$ cat config.mk
export PLATFORM = sky130hd
export DESIGN_NAME = bar_grid_quantizer
export DESIGN_NICKNAME = d
export VERILOG_FILES = /design/src/bgq_pkg.sv /design/src/bgq_ram.sv /design/src/bgq_div.sv /design/src/bar_grid_quantizer.sv
export SDC_FILE = /design/constraint.sdc
export NUM_CORES = 2
export LEC_CHECK = 0
export BUFFER_PORTS_ARGS = -buffer_cell sky130_fd_sc_hd__buf_2
export CAP_MARGIN = 20
export CORE_ASPECT_RATIO = 1.2
export CORE_MARGIN = 3
export CORE_UTILIZATION = 46
export DETAILED_ROUTE_END_ITERATION = 16
export GPL_TIMING_DRIVEN = 0
export PLACE_DENSITY_LB_ADDON = 0.3
export SYNTH_ARGS = -nofsm -noshare
export SYNTH_HDL_FRONTEND = slang
export SYNTH_SLANG_ARGS = --single-unit
export TNS_END_PERCENT = 100
$ cat constraint.sdc
create_clock -name i_clk -period 9.25 [get_ports i_clk]
set_input_delay 0.925 -clock i_clk [delete_from_list [all_inputs] [get_ports i_clk]]
set_output_delay 0.925 -clock i_clk [all_outputs]
set_load 0.01 [all_outputs]
$ cat src/bgq_pkg.sv
// Shared constants and operation codes for the bar grid quantizer.
package bgq_pkg;

    // Default table depth and tick resolution.
    localparam int TABLE_DEPTH_DEF    = 16;
    localparam int TICKS_PER_BEAT_DEF = 960;

    // A whole note holds four quarter beats.
    localparam int BEATS_PER_WHOLE = 4;

    // Width of the signed working value used to form the final bar line.
    localparam int RES_W = 35;

    // Operation codes carried by the opcode field of an input word.
    localparam logic [1:0] OP_LOAD  = 2'd0;
    localparam logic [1:0] OP_FLOOR = 2'd1;
    localparam logic [1:0] OP_CEIL  = 2'd2;

endpackage

$ cat src/bgq_ram.sv
// Generic single-write, single-read RAM with a registered read port.
module bgq_ram #(
    parameter int WIDTH = 8,
    parameter int DEPTH = 16,
    localparam int AW = (DEPTH > 1) ? $clog2(DEPTH) : 1
) (
    input  logic             i_clk,
    input  logic             i_we,
    input  logic [AW-1:0]    i_waddr,
    input  logic [WIDTH-1:0] i_wdata,
    input  logic [AW-1:0]    i_raddr,
    output logic [WIDTH-1:0] o_rdata
);

    logic [WIDTH-1:0] r_mem [DEPTH];
    logic [WIDTH-1:0] r_rdata;

    // Write port.
    always_ff @(posedge i_clk) begin
        if (i_we) begin
            r_mem[i_waddr] <= i_wdata;
        end
    end

    // Registered read port.
    always_ff @(posedge i_clk) begin
        r_rdata <= r_mem[i_raddr];
    end

    assign o_rdata = r_rdata;

endmodule

$ cat src/bgq_div.sv
// Restoring divider that retires one quotient bit per cycle.
module bgq_div #(
    parameter int NW = 46,
    parameter int DW = 20
) (
    input  logic          i_clk,
    input  logic          i_rst_n,
    input  logic          i_start,
    input  logic [NW-1:0] i_dividend,
    input  logic [DW-1:0] i_divisor,
    output logic          o_done,
    output logic [NW-1:0] o_quot,
    output logic [DW-1:0] o_rem
);

    localparam int CW = $clog2(NW + 1);

    logic          r_busy;
    logic          r_done;
    logic [CW-1:0] r_cnt;
    logic [NW-1:0] r_quo;
    logic [DW-1:0] r_rem;
    logic [DW-1:0] r_dvs;

    logic [DW:0]   shifted;
    logic [DW:0]   trial;
    logic          fits;
    logic [DW-1:0] n_rem;

    // One restoring step: bring down the next dividend bit and try a subtract.
    always_comb begin
        shifted = {r_rem, r_quo[NW-1]};
        trial   = shifted - {1'b0, r_dvs};
        fits    = (shifted >= {1'b0, r_dvs});
        n_rem   = fits ? trial[DW-1:0] : shifted[DW-1:0];
    end

    // Control: busy flag, step count and the done pulse.
    always_ff @(posedge i_clk) begin
        if (!i_rst_n) begin
            r_busy <= 1'b0;
            r_done <= 1'b0;
            r_cnt  <= '0;
        end else begin
            r_done <= 1'b0;
            if (i_start) begin
                r_busy <= 1'b1;
                r_cnt  <= CW'(NW);
            end else if (r_busy) begin
                r_cnt <= r_cnt - CW'(1);
                if (r_cnt == CW'(1)) begin
                    r_busy <= 1'b0;
                    r_done <= 1'b1;
                end
            end
        end
    end

    // Datapath: quotient shifts in from the right as the dividend shifts out.
    always_ff @(posedge i_clk) begin
        if (i_start) begin
            r_quo <= i_dividend;
            r_rem <= '0;
            r_dvs <= i_divisor;
        end else if (r_busy) begin
            r_quo <= {r_quo[NW-2:0], fits};
            r_rem <= n_rem;
        end
    end

    assign o_done = r_done;
    assign o_quot = r_quo;
    assign o_rem  = r_rem;

endmodule

$ cat src/bar_grid_quantizer.sv
// Top level of the bar grid quantizer: command sequencer, table walk and result stage.
//
// The block snaps a tick position to the bar grid of a time-signature table held in
// one RAM of TABLE_DEPTH entries (start bar and precomputed bar length). A word is
// taken when start is high and busy is low; busy stays high until the word is done.
// A load keeps busy high while the bar length num * 4 * TICKS_PER_BEAT / den is formed
// by the bit-serial divider (46 bits wide with the default parameters); the entry is
// written when the divider is done. A floor or ceil query walks the entries in use
// (the configured count, capped at TABLE_DEPTH): each entry costs a RAM read, a
// multiply and an add/compare, and the closing remainder is again one divider bit per cycle.
// A query at or below zero skips the divider. Each result is shown for exactly one
// cycle with o_strobe high and is never held back, so the receiver must take it in
// that cycle; busy is already low in that cycle so the next word may be issued at
// once. The table has no reset; entries in use must be loaded before they are queried.
module bar_grid_quantizer #(
    parameter int TABLE_DEPTH    = bgq_pkg::TABLE_DEPTH_DEF,
    parameter int TICKS_PER_BEAT = bgq_pkg::TICKS_PER_BEAT_DEF
) (
    input  logic               i_clk,
    input  logic               i_rst_n,
    input  logic               i_cfg_we,
    input  logic [4:0]         i_cfg_wdata,
    input  logic               start,
    output logic               busy,
    input  logic [1:0]         i_opcode,
    input  logic [3:0]         i_entry_index,
    input  logic [15:0]        i_entry_bar,
    input  logic [7:0]         i_entry_num,
    input  logic [7:0]         i_entry_den,
    input  logic signed [31:0] i_position_ticks,
    output logic               o_strobe,
    output logic [31:0]        o_result_ticks,
    output logic [19:0]        o_bar_length_ticks,
    output logic               o_saturated
);

    localparam int WHOLE = bgq_pkg::BEATS_PER_WHOLE * TICKS_PER_BEAT;
    localparam int LW    = $clog2(255 * WHOLE + 1);
    localparam int PW    = LW + 18;
    localparam int SW    = LW + 26;
    localparam int AW    = (TABLE_DEPTH > 1) ? $clog2(TABLE_DEPTH) : 1;
    localparam int MW    = 16 + LW;
    localparam int RW    = bgq_pkg::RES_W;

    localparam logic [2:0] ST_IDLE = 3'd0;
    localparam logic [2:0] ST_LOAD = 3'd1;
    localparam logic [2:0] ST_WRD  = 3'd2;
    localparam logic [2:0] ST_WMUL = 3'd3;
    localparam logic [2:0] ST_WADD = 3'd4;
    localparam logic [2:0] ST_FIN  = 3'd5;
    localparam logic [2:0] ST_QDIV = 3'd6;

    // Control registers.
    logic [2:0] r_state, n_state;
    logic [4:0] r_entries;
    logic       r_strobe, n_strobe;

    // Word and walk registers.
    logic [1:0]           r_op;
    logic [AW-1:0]        r_waddr;
    logic [15:0]          r_bar_in;
    logic [7:0]           r_num;
    logic [7:0]           r_den;
    logic signed [SW-1:0] r_pos;
    logic [4:0]           r_idx;
    logic [4:0]           r_cnt;
    logic signed [SW-1:0] r_start;
    logic [15:0]          r_bar;
    logic [LW-1:0]        r_len;
    logic signed [PW-1:0] r_prod;
    logic [15:0]          r_ebar;
    logic [LW-1:0]        r_elen;

    // Result registers.
    logic [31:0] r_res;
    logic [19:0] r_blen;
    logic        r_sat;

    // RAM and divider hookup.
    logic          ram_we;
    logic [MW-1:0] ram_wdata;
    logic [MW-1:0] ram_rdata;
    logic [15:0]   ram_bar;
    logic [LW-1:0] ram_len;

    logic          div_start;
    logic [SW-1:0] div_dividend;
    logic [LW-1:0] div_divisor;
    logic          div_done;
    logic [SW-1:0] div_quot;
    logic [LW-1:0] div_rem;

    // Intermediate values.
    logic                 idx_ok;
    logic [4:0]           cnt_lim;
    logic [LW-1:0]        load_prod;
    logic [LW-1:0]        blen_load;
    logic signed [16:0]   bar_diff;
    logic signed [SW-1:0] estart;
    logic signed [SW-1:0] diff;
    logic [SW-1:0]        diff_u;
    logic signed [RW-1:0] res_pos, res_rem, res_len, res_val;
    logic [31:0]          res_out;
    logic                 res_big;

    bgq_ram #(
        .WIDTH (MW),
        .DEPTH (TABLE_DEPTH)
    ) u_ram (
        .i_clk   (i_clk),
        .i_we    (ram_we),
        .i_waddr (r_waddr),
        .i_wdata (ram_wdata),
        .i_raddr (AW'(r_idx)),
        .o_rdata (ram_rdata)
    );

    bgq_div #(
        .NW (SW),
        .DW (LW)
    ) u_div (
        .i_clk      (i_clk),
        .i_rst_n    (i_rst_n),
        .i_start    (div_start),
        .i_dividend (div_dividend),
        .i_divisor  (div_divisor),
        .o_done     (div_done),
        .o_quot     (div_quot),
        .o_rem      (div_rem)
    );

    // Decode of the input word and of the RAM entry being walked.
    always_comb begin
        idx_ok    = (32'(i_entry_index) < 32'(TABLE_DEPTH));
        cnt_lim   = (32'(r_entries) > 32'(TABLE_DEPTH)) ? 5'(TABLE_DEPTH) : r_entries;
        load_prod = LW'(i_entry_num) * LW'(WHOLE);
        ram_bar   = ram_rdata[MW-1:LW];
        ram_len   = ram_rdata[LW-1:0];
        bar_diff  = $signed({1'b0, ram_bar}) - $signed({1'b0, r_bar});
        estart    = r_start + SW'(r_prod);
        diff      = r_pos - r_start;
        diff_u    = diff[SW-1] ? '0 : diff;
    end

    // Bar length of a loaded entry, with the 4/4 fallback and a floor of one tick.
    always_comb begin
        if (r_num == 8'd0 || r_den == 8'd0) begin
            blen_load = LW'(WHOLE);
        end else if (div_quot[LW-1:0] == '0) begin
            blen_load = LW'(1);
        end else begin
            blen_load = div_quot[LW-1:0];
        end
        ram_wdata = {r_bar_in, blen_load};
    end

    // Final bar line from the remainder: floor drops it, ceil adds the rest of a bar.
    always_comb begin
        res_pos = RW'(r_pos);
        res_rem = $signed({{(RW - LW){1'b0}}, div_rem});
        res_len = $signed({{(RW - LW){1'b0}}, r_len});
        res_val = res_pos - res_rem;
        if (r_op == bgq_pkg::OP_CEIL && div_rem != '0) begin
            res_val = res_val + res_len;
        end
        res_big = (res_val > $signed({{(RW - 32){1'b0}}, 32'hFFFF_FFFF}));
        if (res_val[RW-1]) begin
            res_out = '0;
        end else if (res_big) begin
            res_out = '1;
        end else begin
            res_out = res_val[31:0];
        end
    end

    // Sequencer: next state, divider launches and table writes.
    always_comb begin
        n_state      = r_state;
        n_strobe     = 1'b0;
        ram_we       = 1'b0;
        div_start    = 1'b0;
        div_dividend = SW'(load_prod);
        div_divisor  = LW'(i_entry_den);
        case (r_state)
            ST_IDLE: begin
                if (start) begin
                    case (i_opcode)
                        bgq_pkg::OP_LOAD: begin
                            if (idx_ok) begin
                                div_start = 1'b1;
                                n_state   = ST_LOAD;
                            end
                        end
                        bgq_pkg::OP_FLOOR, bgq_pkg::OP_CEIL: begin
                            n_state = ST_WRD;
                        end
                        default: begin
                            n_state = ST_IDLE;
                        end
                    endcase
                end
            end
            ST_LOAD: begin
                if (div_done) begin
                    ram_we  = 1'b1;
                    n_state = ST_IDLE;
                end
            end
            ST_WRD: begin
                n_state = (r_idx < r_cnt) ? ST_WMUL : ST_FIN;
            end
            ST_WMUL: begin
                n_state = ST_WADD;
            end
            ST_WADD: begin
                n_state = (estart > r_pos) ? ST_FIN : ST_WRD;
            end
            ST_FIN: begin
                if (r_pos <= 0) begin
                    n_strobe = 1'b1;
                    n_state  = ST_IDLE;
                end else begin
                    div_start    = 1'b1;
                    div_dividend = diff_u;
                    div_divisor  = r_len;
                    n_state      = ST_QDIV;
                end
            end
            ST_QDIV: begin
                if (div_done) begin
                    n_strobe = 1'b1;
                    n_state  = ST_IDLE;
                end
            end
            default: begin
                n_state = ST_IDLE;
            end
        endcase
    end

    // Control state and the configuration register.
    always_ff @(posedge i_clk) begin
        if (!i_rst_n) begin
            r_state   <= ST_IDLE;
            r_strobe  <= 1'b0;
            r_entries <= '0;
        end else begin
            r_state  <= n_state;
            r_strobe <= n_strobe;
            if (i_cfg_we) begin
                r_entries <= i_cfg_wdata;
            end
        end
    end

    // Word capture, table walk and result capture.
    always_ff @(posedge i_clk) begin
        case (r_state)
            ST_IDLE: begin
                if (start) begin
                    r_op     <= i_opcode;
                    r_waddr  <= AW'(i_entry_index);
                    r_bar_in <= i_entry_bar;
                    r_num    <= i_entry_num;
                    r_den    <= i_entry_den;
                    r_pos    <= SW'(i_position_ticks);
                    r_idx    <= '0;
                    r_cnt    <= cnt_lim;
                    r_start  <= '0;
                    r_bar    <= '0;
                    r_len    <= LW'(WHOLE);
                end
            end
            ST_WMUL: begin
                // The next entry starts after whole bars of the current segment.
                r_prod <= bar_diff * $signed({1'b0, r_len});
                r_ebar <= ram_bar;
                r_elen <= ram_len;
            end
            ST_WADD: begin
                if (!(estart > r_pos)) begin
                    r_start <= estart;
                    r_bar   <= r_ebar;
                    r_len   <= r_elen;
                    r_idx   <= r_idx + 5'd1;
                end
            end
            ST_FIN: begin
                if (r_pos <= 0) begin
                    r_res  <= '0;
                    r_sat  <= 1'b0;
                    r_blen <= 20'(r_len);
                end
            end
            ST_QDIV: begin
                if (div_done) begin
                    r_res  <= res_out;
                    r_sat  <= res_big && !res_val[RW-1];
                    r_blen <= 20'(r_len);
                end
            end
            default: begin
                r_idx <= r_idx;
            end
        endcase
    end

    assign busy               = (r_state != ST_IDLE);
    assign o_strobe           = r_strobe;
    assign o_result_ticks     = r_res;
    assign o_bar_length_ticks = r_blen;
    assign o_saturated        = r_sat;

endmodule

==> run_results.csv <==
group,metric,value,unit
layout,commonest_non_fill_non_tap_cells_in_the_layout,"edfxtp_1 (931), inv_1 (537), ha_1 (366)",
layout,layout_commonest_cell,"edfxtp_1",
sta,finalCriticalPeriod,8840,ps
setup_path,setup.worst_path.start_class,"flip-flop",
setup_path,criticalPathCategory,"flip-flop to flip-flop",
clock_network,insertion_delay,750,ps
clock_network,clk_path_buf_depth,3,
run,max_cap_violations,0,
logic_synthesis,synth_top_cell_by_area,"edfxtp_1",
detailed_routing,detailedRoute.firstIterationViolations,3707,
global_route,grt_first_pass_wirelength,255,mm
detailed_routing,drt-vias-per-instance,5.83,
logic_synthesis,postSynthRegisterBits,1004,
floorplanning,design.portCount,134,
sta,fmax,113,MHz
floorplanning,floorplan.die_area,136000,µm²
floorplanning,die_width,338,µm
logic_synthesis,yosysWarningCount,0,
logic_synthesis,synthTopCellsByArea,"edfxtp_1 (46%), fa_1 (9.5%), ha_1 (7.6%), mux4_2 (6.7%), inv_1 (3.3%)",
logic_synthesis,synthDistinctLibCells,97,
detailed_routing,totalWireLength,170,mm
layout,post_route_cells_drive_above_1_share,13.9,%
logic_synthesis,syn_inst,4883,
logic_synthesis,async_reset_ff_share,0,%
sta,max-slew-margin-rel,21.4,%
clock_network,cts_tree,"yes",
clock_network,cts_buffers,100,
sta,final-setup-viol-count,0,
global_route,grt_pass1_vias,41046,
clock_network,root_buffer,"clkbuf_16",
setup_path,critical_path_peak_fanout,10,
layout,final.fill_count,11022,
clock_network,clk_sinks,1004,
logic_synthesis,synth_edf_count,931,
place,place_worst_setup_slack,-756,ps
place,dp_hpwl,128,mm
setup_path,cp-end-kind,"flip-flop",
logic_synthesis,syn_nets,5621,
sta,timing.final.max_slew_violations,0,
global_route,grt_max_degree,50,
sta,worst_slew_pin_slew,1180,ps
detailed_routing,routedWlPerCell,24.5,µm
sta,finalCritPeriodShare,95.6,%
min_path,worst_hold_path_type,"input pin to flip-flop",
setup_path,timing.critical_path.arrival,9320,ps
global_route,overall_routing_resource_usage,25.1,%
logic_synthesis,syn_area,60700,µm²
layout,synthToLayoutAreaGrowth,12.9,%
floorplanning,rows,145,
global_route,total_grt_overflow,0,
detailed_routing,dr.pass1.iters,6,
setup_path,cp_data_required_time,9730,ps
logic_synthesis,synth_largest_type_area_fraction,46.1,%
logic_synthesis,synth_seq_area_share,48.5,%
sta,setup_slack,407,ps
setup_path,critPathSlowestCell,"fa_1",
layout,num-nets-final,5913,
floorplanning,floorplan.initialDensity,46.5,%
place,portBuffers,132,
detailed_routing,drc_errors,0,
detailed_routing,overall_via_count_from_detail_route,40572,
status,outcome,"finished, final reports clean",
floorplanning,fp.dieH,404,µm
logic_synthesis,syn_area_per_cell,12.4,µm²
clock_network,htree_num_levels,3,
detailed_routing,ant_nets,0,
sta,clock-skew-final,79.4,ps
place,place.gp.congestion,0.960,
sta,finalHoldViolations,0,
global_route,antenna_violations_before_repair,6,
floorplanning,core_area,131000,µm²
clock_network,path_clk_slew,60,ps
setup_path,critPathMostFrequentCell,"fa_1",
setup_path,worst_path_max_stage_delay,560,ps
logic_synthesis,synth-main-ff-cell,"edfxtp_1",
## worst paths after layout
kind                            depth (start not counted)  slack [ps]        startpoint           to
worst max-delay path                                   34         410          r_bar[1]   r_prod[35]
worst min-delay path                                    1         350    i_entry_bar[5]  r_bar_in[5]
worst max register to register                         34         410          r_bar[1]   r_prod[35]
worst min register to register                          0         410  u_ram.o_rdata[8]    r_elen[8]
## sequential cells by signal, summed over array words and instances (netlist names), 32 cells and up
signal / flops
r_pos: 32
r_start: 46
u_div.o_quot: 46
u_ram.r_mem: 576
o_result_ticks: 32
r_prod: 38
u_ram.o_rdata: 36
## kinds of logic after synthesis
| family | Yosys count | synth area share [%] |
|---|---|---|
| XOR/XNOR | 186 | 2.68 |
| buffers and inverters | 756 | 4.85 |
| flip-flops | 1004 | 48.5 |
| adder cells (fa/ha/maj) | 659 | 17.1 |
| AO/OA/AOI/OAI | 840 | 9.40 |
| multiplexers | 203 | 7.06 |
| AND/OR/NAND/NOR | 1235 | 10.4 |
## worst max-delay path, delay by kind of cell (launching register included)
kind	cells	cell delay, ps
AO/OA/AOI/OAI	14	3150
buffers and inverters	6	520
XOR/XNOR	1	90
flip-flops	1	380
AND/OR/NAND/NOR	5	800
adder cells (fa/ha/maj)	8	3660
## per-stage QoR
stage | instance area (µm²) | TNS (ps) | util (%) | cells | hold slack, ps
final | 68500 | 0 | 52.5 | 6954 | 345
after global routing | 68500 | -22.3 | 52.5 | 6954 | 312
after CTS | 68200 | 0 | 52.2 | 6941 | 284
after detailed placement | 64400 | -5040 | 49.3 | 6749 | 389
after global placement | 63500 | -290980 | 48.6 | 6705 | 387
after floorplan | 60700 | 0 | - | 4883 | 386
## cells in the mapped netlist, types with 35 or more instances
master,instances
a21o_1,106
a21oi_1,214
a31oi_1,36
and2_1,138
and3_1,89
clkbuf_1,183
dfxtp_1,73
edfxtp_1,931
fa_1,288
ha_1,371
inv_1,537
mux4_2,180
nand2_1,344
nand2b_1,70
nand3_1,81
nand4_1,35
nor2_1,205
nor2b_1,82
nor3_1,75
o21ai_0,132
xnor2_1,120
xor2_1,66
## routing by layer
layer	track usage, %	share of wire [%]
met2	43.4	50
met4	11.1	4.9
met5	0	0.016
met3	3.04	6.0
met1	31.8	39
## layout make-up
cell class | instances | area (µm²) | area share [%]
Sequential cell | 1004 | 29400 | 42.9
Timing Repair Buffer | 191 | 1580 | 2.30
Antenna cell | 1 | 2.50 | 0.00365
Buffer | 217 | 980 | 1.43
Inverter | 538 | 2020 | 2.95
Clock inverter | 67 | 1010 | 1.48
Tap cell | 1690 | 2110 | 3.09
Clock buffer | 123 | 2730 | 3.98
Multi-Input combinational cell | 3123 | 28700 | 41.8
## what timing repair did
action	in CTS	in global routing
pin swaps	4	9
resized for setup	40	56
buffers inserted	3	4
hold buffers	0	0
endpoints found under the setup margin	12	10
Power is not shown: default switching activity piles up to over one toggle a cycle in this logic, so the estimate is an artifact.
